`config.mk`:
```
export PLATFORM = sky130hd
export DESIGN_NAME = uplink_power_target_control_top
export DESIGN_NICKNAME = d
export VERILOG_FILES = /design/src/sv/upt_pkg.sv /design/src/sv/upt_ram.sv /design/src/sv/upt_ctrl.sv /design/src/sv/upt_dp.sv /design/src/sv/uplink_power_target_control_top.sv
export SDC_FILE = /design/constraint.sdc
export NUM_CORES = 2
export LEC_CHECK = 0
export BUFFER_PORTS_ARGS = -buffer_cell sky130_fd_sc_hd__buf_2
export CAP_MARGIN = 40
export CORE_ASPECT_RATIO = 0.5
export CORE_UTILIZATION = 48
export DETAILED_ROUTE_END_ITERATION = 16
export PLACE_DENSITY = 0.66
export SETUP_SLACK_MARGIN = 0.05
export SYNTH_ARGS = -nofsm -noshare
export SYNTH_HDL_FRONTEND = slang
export SYNTH_SLANG_ARGS = --single-unit
```
`constraint.sdc`:
```
create_clock -name clk -period 5.6 [get_ports clk]
set_clock_uncertainty 0.05 [all_clocks]
set_input_delay 0.56 -clock clk [delete_from_list [all_inputs] [get_ports clk]]
set_output_delay 0.56 -clock clk [all_outputs]
set_load 0.1 [all_outputs]
```
`src/sv/upt_pkg.sv`:
```
`timescale 1ns / 1ps
// ----------------------------------------------------------------------------
// upt_pkg
// Shared types and constants of the uplink target-power controller.
// ----------------------------------------------------------------------------
package upt_pkg;

  // Default sizing
  localparam int STATIONS_DEF   = 32;
  localparam int COUNT_BITS_DEF = 16;

  // Configuration register indexes
  localparam int CFG_IDX_W = 1;
  localparam logic [CFG_IDX_W-1:0] CFG_IDX_TARGET = 1'b0;
  localparam logic [CFG_IDX_W-1:0] CFG_IDX_PERIOD = 1'b1;
  localparam int CFG_DATA_W = 16;

  // Power code constants
  localparam logic [6:0] CODE_OFFSET   = 7'd110;
  localparam logic [6:0] CODE_DBM_HIGH = 7'd90;
  localparam logic [6:0] CODE_TOP      = 7'd127;
  localparam logic signed [7:0] DBM_LOW   = -8'sd110;
  localparam logic signed [7:0] DBM_HIGH  = -8'sd20;
  localparam logic signed [7:0] TGT_RESET = -8'sd40;
  localparam logic [15:0] PER_RESET = 16'd5;
  localparam logic [15:0] TICK_MAX  = 16'hFFFF;
  localparam logic [7:0]  RCPI_LIMIT = 8'd220;
  localparam logic [5:0]  MAX_RES = 6'd32;
  localparam int SUM_W = 24;

  typedef enum logic [1:0] {
    OP_SAMPLE = 2'd0,
    OP_REPORT = 2'd1,
    OP_TICK   = 2'd2,
    OP_INIT   = 2'd3
  } op_t;

  typedef struct packed {
    op_t        operation;
    logic [4:0] station;
    logic [7:0] rcpi;
    logic [4:0] uph_headroom;
    logic       uph_min_power;
  } in_item_t;

  typedef struct packed {
    logic [4:0] out_station;
    logic [6:0] target_power;
    logic       updated;
    logic       from_pass;
    logic       last;
  } out_item_t;

  typedef enum logic [3:0] {
    S_IDLE,
    S_DEC,
    S_MOD,
    S_TICK,
    S_SCAN,
    S_SWAIT,
    S_DIV,
    S_UPD,
    S_FIN
  } state_t;

  // Controller to datapath
  typedef struct packed {
    logic latch_item;
    logic rd_item;
    logic wr_item;
    logic tick_upd;
    logic scan_clr;
    logic rd_scan;
    logic scan_adv;
    logic div_start;
    logic upd_write;
    logic fin;
  } cmd_t;

  // Datapath to controller
  typedef struct packed {
    op_t  op;
    logic sta_ok;
    logic pass_go;
    logic active_cur;
    logic cnt_zero;
    logic div_done;
    logic idx_last;
    logic mod_stall;
    logic upd_stall;
    logic fin_stall;
  } stat_t;

endpackage

```
`src/sv/upt_ram.sv`:
```
`timescale 1ns / 1ps
// ----------------------------------------------------------------------------
// upt_ram
// Generic single-write, single-read RAM with registered read data.
// ----------------------------------------------------------------------------
module upt_ram #(
  parameter int WIDTH = 8,
  parameter int DEPTH = 32
) (
  input  logic                                    clk,
  input  logic                                    we,
  input  logic [((DEPTH > 1) ? $clog2(DEPTH) : 1)-1:0] waddr,
  input  logic [WIDTH-1:0]                        wdata,
  input  logic                                    re,
  input  logic [((DEPTH > 1) ? $clog2(DEPTH) : 1)-1:0] raddr,
  output logic [WIDTH-1:0]                        rdata
);

  logic [WIDTH-1:0] mem [DEPTH];

  // Write port and registered read port
  always_ff @(posedge clk) begin
    if (we) begin
      mem[waddr] <= wdata;
    end
    if (re) begin
      rdata <= mem[raddr];
    end
  end

endmodule

```
`src/sv/upt_ctrl.sv`:
```
`timescale 1ns / 1ps
// ----------------------------------------------------------------------------
// upt_ctrl
// Sequencer: decodes each request, walks stations in a maintenance pass.
// ----------------------------------------------------------------------------
module upt_ctrl (
  input  logic          clk,
  input  logic          rst_n,
  input  logic          in_valid,
  output logic          in_ready,
  input  upt_pkg::stat_t st,
  output upt_pkg::cmd_t  cmd
);
  import upt_pkg::*;

  state_t state_r, state_nxt;

  // Hold state
  always_ff @(posedge clk) begin
    if (!rst_n) begin
      state_r <= S_IDLE;
    end else begin
      state_r <= state_nxt;
    end
  end

  // Next state
  always_comb begin
    state_nxt = state_r;
    unique case (state_r)
      S_IDLE: if (in_valid) state_nxt = S_DEC;
      S_DEC: begin
        if (st.op == OP_TICK) state_nxt = S_TICK;
        else if (!st.sta_ok)  state_nxt = S_IDLE;
        else                  state_nxt = S_MOD;
      end
      S_MOD:  if (!st.mod_stall) state_nxt = S_IDLE;
      S_TICK: state_nxt = st.pass_go ? S_SCAN : S_IDLE;
      S_SCAN: begin
        if (st.active_cur)    state_nxt = S_SWAIT;
        else if (st.idx_last) state_nxt = S_FIN;
      end
      S_SWAIT: begin
        if (!st.cnt_zero)     state_nxt = S_DIV;
        else if (st.idx_last) state_nxt = S_FIN;
        else                  state_nxt = S_SCAN;
      end
      S_DIV: if (st.div_done) state_nxt = S_UPD;
      S_UPD: begin
        if (!st.upd_stall) state_nxt = st.idx_last ? S_FIN : S_SCAN;
      end
      S_FIN: if (!st.fin_stall) state_nxt = S_IDLE;
      default: state_nxt = S_IDLE;
    endcase
  end

  // Commands
  always_comb begin
    cmd = '0;
    unique case (state_r)
      S_IDLE: cmd.latch_item = in_valid;
      S_DEC:  cmd.rd_item = (st.op != OP_TICK) && st.sta_ok;
      S_MOD:  cmd.wr_item = !st.mod_stall;
      S_TICK: begin
        cmd.tick_upd = 1'b1;
        cmd.scan_clr = st.pass_go;
      end
      S_SCAN: begin
        cmd.rd_scan  = st.active_cur;
        cmd.scan_adv = !st.active_cur && !st.idx_last;
      end
      S_SWAIT: begin
        cmd.div_start = !st.cnt_zero;
        cmd.scan_adv  = st.cnt_zero && !st.idx_last;
      end
      S_DIV: ;
      S_UPD: begin
        cmd.upd_write = !st.upd_stall;
        cmd.scan_adv  = !st.upd_stall && !st.idx_last;
      end
      S_FIN: cmd.fin = !st.fin_stall;
      default: ;
    endcase
  end

  assign in_ready = (state_r == S_IDLE);

endmodule

```
`src/sv/upt_dp.sv`:
```
`timescale 1ns / 1ps
// ----------------------------------------------------------------------------
// upt_dp
// Datapath: station store, tick counter, averaging divider, target update
// and result buffering.
// ----------------------------------------------------------------------------
module upt_dp #(
  parameter int STATIONS   = upt_pkg::STATIONS_DEF,
  parameter int COUNT_BITS = upt_pkg::COUNT_BITS_DEF
) (
  input  logic                            clk,
  input  logic                            rst_n,
  input  upt_pkg::in_item_t               in_data,
  input  logic                            cfg_we,
  input  logic [upt_pkg::CFG_IDX_W-1:0]   cfg_index,
  input  logic [upt_pkg::CFG_DATA_W-1:0]  cfg_wdata,
  output logic                            out_valid,
  input  logic                            out_ready,
  output upt_pkg::out_item_t              out_data,
  input  upt_pkg::cmd_t                   cmd,
  output upt_pkg::stat_t                  st
);
  import upt_pkg::*;

  localparam int IDX_W = (STATIONS > 1) ? $clog2(STATIONS) : 1;
  localparam int ENT_W = 7 + 5 + 1 + SUM_W + COUNT_BITS;
  localparam logic [IDX_W-1:0] IDX_LAST = IDX_W'(STATIONS - 1);

  // Configuration and control registers
  logic signed [7:0]   cfg_tgt_r;
  logic [15:0]         cfg_per_r;
  logic [15:0]         tick_r;
  in_item_t            item_r;
  logic [IDX_W-1:0]    idx_r;
  logic [5:0]          nres_r;
  logic                visited_r;
  logic                held_valid_r;
  out_item_t           held_r;
  logic                out_valid_r;
  out_item_t           out_r;
  logic [STATIONS-1:0] active_r;
  logic [STATIONS-1:0] ent_vld_r;
  logic                rvld_r;

  // Divider registers
  logic [7:0]            dq_r;
  logic [SUM_W-1:0]      drem_r;
  logic [COUNT_BITS-1:0] dden_r;
  logic [2:0]            dstep_r;
  logic                  dbusy_r;

  // Station store
  logic             ram_we, ram_re;
  logic [IDX_W-1:0] ram_waddr, ram_raddr;
  logic [ENT_W-1:0] ram_wdata, ram_rdata, ent;

  logic [6:0]       sta_ext;
  logic [IDX_W-1:0] item_idx;
  logic             sta_ok;

  assign sta_ext  = {2'b00, item_r.station};
  assign item_idx = sta_ext[IDX_W-1:0];
  assign sta_ok   = (32'(item_r.station) < 32'(STATIONS));

  assign ram_re    = cmd.rd_item || cmd.rd_scan;
  assign ram_raddr = cmd.rd_item ? item_idx : idx_r;
  assign ram_we    = cmd.wr_item || cmd.upd_write;
  assign ram_waddr = cmd.wr_item ? item_idx : idx_r;

  upt_ram #(
    .WIDTH (ENT_W),
    .DEPTH (STATIONS)
  ) u_ram (
    .clk   (clk),
    .we    (ram_we),
    .waddr (ram_waddr),
    .wdata (ram_wdata),
    .re    (ram_re),
    .raddr (ram_raddr),
    .rdata (ram_rdata)
  );

  // Unwritten entries read as zero
  assign ent = rvld_r ? ram_rdata : '0;

  logic [6:0]            e_tgt;
  logic [4:0]            e_hr;
  logic                  e_mp;
  logic [SUM_W-1:0]      e_sum;
  logic [COUNT_BITS-1:0] e_cnt;

  assign e_tgt = ent[ENT_W-1 -: 7];
  assign e_hr  = ent[ENT_W-8 -: 5];
  assign e_mp  = ent[ENT_W-13];
  assign e_sum = ent[COUNT_BITS +: SUM_W];
  assign e_cnt = ent[COUNT_BITS-1:0];

  // Sample accumulate check
  logic [SUM_W:0] sum_add;
  logic           smp_ok;
  assign sum_add = {1'b0, e_sum} + (SUM_W + 1)'(item_r.rcpi);
  assign smp_ok  = (item_r.rcpi < RCPI_LIMIT) && (e_cnt != {COUNT_BITS{1'b1}}) &&
                   !sum_add[SUM_W];

  // Initial code from the configured dBm
  logic [8:0] icode9;
  logic [6:0] icode;
  assign icode9 = {cfg_tgt_r[7], cfg_tgt_r} + {2'b00, CODE_OFFSET};
  assign icode  = icode9[6:0];

  // Target update from the average
  logic [6:0]        rc, cur, nc, new_tgt;
  logic signed [9:0] cur_s, rc_s, diff_s, hr_s, next_s;
  logic              skip, apply;

  always_comb begin
    rc     = dq_r[7:1];
    cur    = (e_tgt > CODE_DBM_HIGH) ? CODE_DBM_HIGH : e_tgt;
    cur_s  = $signed({3'b000, cur});
    rc_s   = $signed({3'b000, rc});
    hr_s   = $signed({5'b00000, e_hr});
    diff_s = rc_s - cur_s;
    skip   = e_mp && (e_hr == 5'd0);
    apply  = 1'b0;
    next_s = cur_s;
    if (diff_s > 10'sd0 && !e_mp) begin
      next_s = cur_s - diff_s;
      apply  = 1'b1;
    end else if (diff_s < 10'sd0 && e_hr != 5'd0) begin
      next_s = (hr_s < -diff_s) ? (cur_s + hr_s) : (cur_s - diff_s);
      apply  = 1'b1;
    end
    if (next_s > $signed({3'b000, CODE_DBM_HIGH})) nc = CODE_TOP;
    else if (next_s < 10'sd0)                       nc = 7'd0;
    else                                            nc = next_s[6:0];
    new_tgt = (apply && !skip) ? nc : e_tgt;
  end

  // Write data for the store
  always_comb begin
    ram_wdata = ent;
    if (cmd.upd_write) begin
      ram_wdata = {new_tgt, e_hr, e_mp, {SUM_W{1'b0}}, {COUNT_BITS{1'b0}}};
    end else begin
      unique case (item_r.operation)
        OP_SAMPLE: if (smp_ok) begin
          ram_wdata = {e_tgt, e_hr, e_mp, sum_add[SUM_W-1:0],
                       e_cnt + COUNT_BITS'(1)};
        end
        OP_REPORT: ram_wdata = {e_tgt, item_r.uph_headroom, item_r.uph_min_power,
                                e_sum, e_cnt};
        OP_INIT:   ram_wdata = {icode, e_hr, e_mp, e_sum, e_cnt};
        OP_TICK:   ram_wdata = ent;
        default:   ram_wdata = ent;
      endcase
    end
  end

  // Tick counter
  logic [15:0] tick_inc;
  assign tick_inc = (tick_r == TICK_MAX) ? tick_r : tick_r + 16'd1;

  // Output side
  logic out_free, report_ok, out_push;
  out_item_t upd_res;
  assign out_free  = !out_valid_r || out_ready;
  assign report_ok = (nres_r < MAX_RES);
  assign out_push  = (cmd.wr_item && item_r.operation == OP_INIT) ||
                     (cmd.upd_write && report_ok && held_valid_r) ||
                     (cmd.fin && held_valid_r);

  always_comb begin
    logic [6:0] idx_ext;
    idx_ext = 7'(idx_r);
    upd_res.out_station  = idx_ext[4:0];
    upd_res.target_power = new_tgt;
    upd_res.updated      = (new_tgt != e_tgt);
    upd_res.from_pass    = 1'b1;
    upd_res.last         = 1'b0;
  end

  // Configuration writes
  always_ff @(posedge clk) begin
    if (!rst_n) begin
      cfg_tgt_r <= TGT_RESET;
      cfg_per_r <= PER_RESET;
    end else if (cfg_we) begin
      unique case (cfg_index)
        CFG_IDX_TARGET: begin
          if ($signed(cfg_wdata[7:0]) >= DBM_LOW && $signed(cfg_wdata[7:0]) <= DBM_HIGH) begin
            cfg_tgt_r <= $signed(cfg_wdata[7:0]);
          end
        end
        CFG_IDX_PERIOD: cfg_per_r <= cfg_wdata[15:0];
        default: ;
      endcase
    end
  end

  // Latch request payload
  always_ff @(posedge clk) begin
    if (cmd.latch_item) begin
      item_r <= in_data;
    end
  end

  // Control state: store flags, tick, scan, results
  always_ff @(posedge clk) begin
    if (!rst_n) begin
      active_r     <= '0;
      ent_vld_r    <= '0;
      rvld_r       <= 1'b0;
      tick_r       <= '0;
      idx_r        <= '0;
      nres_r       <= '0;
      visited_r    <= 1'b0;
      held_valid_r <= 1'b0;
      out_valid_r  <= 1'b0;
      dbusy_r      <= 1'b0;
    end else begin
      if (ram_re) begin
        rvld_r <= ent_vld_r[ram_raddr];
      end
      if (ram_we) begin
        ent_vld_r[ram_waddr] <= 1'b1;
      end
      if (cmd.wr_item && item_r.operation == OP_INIT) begin
        active_r[item_idx] <= 1'b1;
      end
      if (cmd.tick_upd) begin
        tick_r <= tick_inc;
      end else if (cmd.fin && visited_r) begin
        tick_r <= '0;
      end
      if (cmd.scan_clr) begin
        idx_r        <= '0;
        nres_r       <= '0;
        visited_r    <= 1'b0;
        held_valid_r <= 1'b0;
      end
      if (cmd.rd_scan) begin
        visited_r <= 1'b1;
      end
      if (cmd.scan_adv) begin
        idx_r <= idx_r + IDX_W'(1);
      end
      // Divider sequencing
      if (cmd.div_start) begin
        dbusy_r <= 1'b1;
      end else if (dbusy_r && dstep_r == 3'd0) begin
        dbusy_r <= 1'b0;
      end
      // Push a new result, else drop the delivered one
      if (out_push) begin
        out_valid_r <= 1'b1;
      end else if (out_valid_r && out_ready) begin
        out_valid_r <= 1'b0;
      end
      if (cmd.upd_write && report_ok) begin
        held_valid_r <= 1'b1;
        nres_r       <= nres_r + 6'd1;
      end
      if (cmd.fin) begin
        held_valid_r <= 1'b0;
      end
    end
  end

  // Result payload
  always_ff @(posedge clk) begin
    if (cmd.wr_item && item_r.operation == OP_INIT) begin
      out_r.out_station  <= item_r.station;
      out_r.target_power <= icode;
      out_r.updated      <= 1'b0;
      out_r.from_pass    <= 1'b0;
      out_r.last         <= 1'b1;
    end else if (cmd.upd_write && report_ok && held_valid_r) begin
      out_r <= held_r;
    end else if (cmd.fin && held_valid_r) begin
      out_r <= {held_r[$bits(out_item_t)-1:1], 1'b1};
    end
    if (cmd.upd_write && report_ok) begin
      held_r <= upd_res;
    end
  end

  // Average by restoring division; quotient stays below 256
  logic [31:0] rem32, sh32;
  assign rem32 = 32'(drem_r);
  assign sh32  = 32'(dden_r) << dstep_r;

  always_ff @(posedge clk) begin
    if (cmd.div_start) begin
      drem_r  <= e_sum;
      dden_r  <= e_cnt;
      dstep_r <= 3'd7;
      dq_r    <= '0;
    end else if (dbusy_r) begin
      if (rem32 >= sh32) begin
        drem_r         <= SUM_W'(rem32 - sh32);
        dq_r[dstep_r]  <= 1'b1;
      end
      dstep_r <= dstep_r - 3'd1;
    end
  end

  // Status to the sequencer
  always_comb begin
    st.op         = item_r.operation;
    st.sta_ok     = sta_ok;
    st.pass_go    = (tick_inc >= cfg_per_r);
    st.active_cur = active_r[idx_r];
    st.cnt_zero   = (e_cnt == '0);
    st.div_done   = !dbusy_r;
    st.idx_last   = (idx_r == IDX_LAST);
    st.mod_stall  = (item_r.operation == OP_INIT) && !out_free;
    st.upd_stall  = report_ok && held_valid_r && !out_free;
    st.fin_stall  = held_valid_r && !out_free;
  end

  assign out_valid = out_valid_r;
  assign out_data  = out_r;

  // Checks
  a_nres_max: assert property (@(posedge clk) disable iff (!rst_n)
    nres_r <= MAX_RES)
    else $error("result count above limit");

  a_ram_port: assert property (@(posedge clk) disable iff (!rst_n)
    !(ram_re && ram_we))
    else $error("store read and write in one cycle");

  a_fin_flush: assert property (@(posedge clk) disable iff (!rst_n)
    cmd.fin |=> !held_valid_r)
    else $error("held result not flushed at pass end");

  a_div_run: assert property (@(posedge clk) disable iff (!rst_n)
    cmd.div_start |=> dbusy_r && dstep_r == 3'd7)
    else $error("divider did not start");

endmodule

```
`src/sv/uplink_power_target_control_top.sv`:
```
`timescale 1ns / 1ps
// Sample and report requests update the station store, out-of-range ones are dropped;
//   an init result is loaded into the output register.
// A tick advances the tick counter and, once the period is reached, starts a pass over
//   all stations; each station with samples is averaged by the 8-step divider.
// One request at a time; reset (rst_n, synchronous) clears all station state.
// ----------------------------------------------------------------------------
// uplink_power_target_control_top
// Per-station uplink target receive power controller.
// ----------------------------------------------------------------------------
module uplink_power_target_control_top #(
  parameter int STATIONS   = upt_pkg::STATIONS_DEF,
  parameter int COUNT_BITS = upt_pkg::COUNT_BITS_DEF
) (
  input  logic                            clk,
  input  logic                            rst_n,
  input  logic                            in_valid,
  output logic                            in_ready,
  input  upt_pkg::in_item_t               in_data,
  output logic                            out_valid,
  input  logic                            out_ready,
  output upt_pkg::out_item_t              out_data,
  input  logic                            cfg_we,
  input  logic [upt_pkg::CFG_IDX_W-1:0]   cfg_index,
  input  logic [upt_pkg::CFG_DATA_W-1:0]  cfg_wdata
);
  import upt_pkg::*;

  cmd_t  cmd;
  stat_t st;

  upt_ctrl u_ctrl (
    .clk      (clk),
    .rst_n    (rst_n),
    .in_valid (in_valid),
    .in_ready (in_ready),
    .st       (st),
    .cmd      (cmd)
  );

  upt_dp #(
    .STATIONS   (STATIONS),
    .COUNT_BITS (COUNT_BITS)
  ) u_dp (
    .clk       (clk),
    .rst_n     (rst_n),
    .in_data   (in_data),
    .cfg_we    (cfg_we),
    .cfg_index (cfg_index),
    .cfg_wdata (cfg_wdata),
    .out_valid (out_valid),
    .out_ready (out_ready),
    .out_data  (out_data),
    .cmd       (cmd),
    .st        (st)
  );

endmodule

```
==> impl_metrics.toml <==
[run_status]
status = "completed"

[worst_hold_path]
min_from = "cfg_index"
min-delay-path-class = "primary input to register"

[floorplan]
dieArea_um2 = 175000
core_area_um2 = 171000
fp.dieH_um = 296
fp-row-count = 107
die_w_um = 591
io_pins = 60
initial_core_util_pct = 48.6

[synth]
synth_enable_flop_cells = 1835
ys_async_sr_fraction_pct = 0
synth_xor_area_share_pct = 0.883
synth_compound_area_share_pct = 8.88
synth_top_area_cell = "edfxtp_1"
syn-num-nets = 6928
synth_top_family_by_area = "simple AND/OR/NAND/NOR gates"
synth_fa_ha_area_share_pct = 1.34
synth-simple-area-share_pct = 15.8
syn_avg_cell_area_um2 = 12.2
ys_types = 89
synthTopCellsByArea = "edfxtp_1 66%, nand2_1 8.7%, a311oi_1 3.4%, dfxtp_1 3.3%, nand3_1 3.0%"
yosys_warnings = 0
syn_inst = 6799
synth_top_area_share_pct = 66.2
synth-seq-cells = 1971
synthMuxAreaShare_pct = 1.08
syn_area_um2 = 83200
yosysSeqAreaShare_pct = 69.5
dominantRegCellSynth = "edfxtp_1"

[detailed_routing]
drtPass1Iterations = 8
wl_per_cell_um = 25.9
wl_um = 243000
drt_iter0_drc = 7516
vias = 57400
ant_nets = 0
drc = 0
vias_per_cell = 6.11

[placement]
dp_hpwl_um = 131000
port_buffers = 59
finalWeightedCongestion = 0.872

[timing]
hold_slack_ns = 0.0734
hold_viol = 0
period_minus_slack_ns = 5.42
fin_setup_tns_ns = 0
slew_violations = 0
max-slew-margin-rel_pct = 36.6
setup_viol = 0
max_clock_freq_ghz = 0.185
tightest_slew_ns = 0.952
rsz0062_at_grt = "yes"
min_period_over_period_pct = 96.7

[final_layout]
nets = 7099
drive_above_1_share_pct = 11.5
area_delta_synth_final_pct = 14.1
final_cell_mix = "1915 x nand2_1, 1835 x edfxtp_1, 502 x nand3_1"
layout_commonest_cell = "nand2_1"

[global_route]
grt_overflow = 0
first_global_vias = 52400
grt_max_degree = 115
antenna_found_initial = 4
grt_pass1_wl_um = 352000
grtUsageTotal_pct = 27.3

[cts]
clockRootBuffer = "clkbuf_16"
cts_tree = "built"
cts_sinks = 1971
cts_max_path_buffers = 3
cts_buffers = 172
cts.htree.levels = 4
clk_pin_slew_worst_paths_ns = 0.07
clock_latency_ns = 0.83

[power]
ir_worst_vdd_uv = 377
switching_share_pct = 25.0
internal_power_mw = 24.0
power_density_nw_per_um2 = 338
clkPwrFrac_pct = 36.2
p_comb_share_pct = 12.3
seqPwrFrac_pct = 51.6
power_leakage_nw = 33.4
p_sw_mw = 8.03

[setup_path]
r2r_start = "u_dp.u_ram.rdata[48]"
crit_start = "u_dp.u_ram.rdata[48]"
critPathSlowestCell = "a311o_4"
crit_arrival_ns = 6.06
cp.required_ns = 6.24
critPathCaptureType = "register"
worstSetupStartpointType = "register"
critical_path_class = "register to register"
worst_path_largest_cell_delay_ns = 0.45
cp_max_fo = 16

[job]
cap_viol_max_count = 0
## worst max-delay path, delay by kind of cell (launching register included)
kind,cells,cell delay [ns]
flops,1,0.40
fa+ha+maj,3,0.80
compound gates,11,2.31
simple gates,7,1.22
buf+inv,4,0.50
## worst paths after layout
check | end | slack [ns] | cells past startpoint
max | u_dp.u_ram.mem[1][46] | 0.18 | 25
min | u_dp.cfg_tgt_r[6] | 0.07 | 4
max reg2reg | u_dp.u_ram.mem[1][46] | 0.18 | 25
min reg2reg | u_dp.out_data[1] | 0.40 | 2
## state kept, by name, summed over array words and instances (netlist names), 2 cells and up
signal	cells
u_dp.item_idx	5
u_dp.u_ram.rdata	53
u_dp.cfg_per_r	16
u_dp.active_r	32
u_dp.dq_r	7
u_dp.u_ram.mem	1696
u_dp.tick_r	16
u_dp.st	2
u_dp.out_data	15
u_dp.cfg_tgt_r	7
u_dp.dden_r	16
u_dp.nres_r	6
u_ctrl.state_r	4
u_dp.ent_vld_r	32
u_dp.held_r	13
u_dp.dstep_r	3
u_dp.idx_r	5
u_dp.item_r	14
u_dp.drem_r	24
## power groups by stage
stage	Clock (mW)	Combinational [mW]	Sequential, mW
floorplan	0	2.27	16.9
global placement	0	3.66	16.8
detailed placement	0	3.72	16.8
CTS	11.7	3.81	16.5
global route	12.2	4.25	16.5
finish	11.6	3.94	16.5
## cells in the mapped netlist, drive strengths merged, types with 11 or more instances
master  number
a211oi      68
nor2       177
nand4       13
nand2     1920
xnor2       50
and3       233
clkbuf     372
a31oi      129
and2        41
nand3      503
mux2i       34
a21boi      24
nor3        29
edfxtp    1835
o21ai       83
nor2b       52
nor4        15
a21oi      162
ha          81
xor2        33
or3         13
or2         11
a22oi       15
a21o        72
inv         83
mux2        18
buf         79
nand2b      17
mux4        15
dfxtp      136
o21a        57
a311oi     328
## final cells by class
| type | instances | area [um^2] |
|---|---|---|
| diodes | 2 | 5.00 |
| clock buffers | 217 | 4640 |
| clock inverters | 96 | 737 |
| fillers | 13800 | 76300 |
| inverters | 83 | 312 |
| multi-input cells | 4297 | 24000 |
| flip-flops and latches | 1971 | 57800 |
| well taps | 2289 | 2860 |
| repair buffers | 445 | 4530 |
## metrics by stage
stage | setup slack [ns] | total power [mW] | utilization [%] | cells | area [um^2]
floorplan | -0.202 | 19.1 | - | 6799 | 83200
global placement | -0.175 | 20.5 | 51.6 | 9007 | 88300
detailed placement | -0.150 | 20.6 | 51.8 | 9033 | 88800
CTS | 0.0471 | 32.0 | 55.3 | 9390 | 94700
global route | -0.0279 | 33.0 | 55.4 | 9399 | 94900
finish | 0.182 | 32.1 | 55.4 | 9400 | 94900
## kinds of logic (layout without fill, tap and decap cells)
group           after synthesis  after routing
other cells                   0              2
fa+ha+maj                    86             86
compound gates             1014           1014
flops                      1971           1971
mux                          67             70
simple gates               3044           3044
buf+inv                     534            841
xor+xnor                     83             83
## routing by layer
metal | up-vias | GRT usage [%] | wire length, um | share of wire (%)
li1 | 25400 | - | - | -
met1 | 28500 | 40.0 | 102000 | 42
met2 | 3057 | 41.8 | 109000 | 45
met3 | 449 | 4.36 | 25000 | 10
met4 | 4 | 8.84 | 7210 | 3.0
met5 | - | 0 | 27 | 0.011
## what timing repair did
| action | CTS | global route |
|---|---|---|
| hold endpoints to repair | 40 | 0 |
| resized for setup | 17 | 38 |
| pin swaps | 5 | 12 |
| gates cloned | 4 | 3 |
| hold buffers | 37 | 0 |
| buffers inserted | 3 | 4 |
| endpoints found under the setup margin | 193 | 243 |
Power figures use the tool's default switching activity.
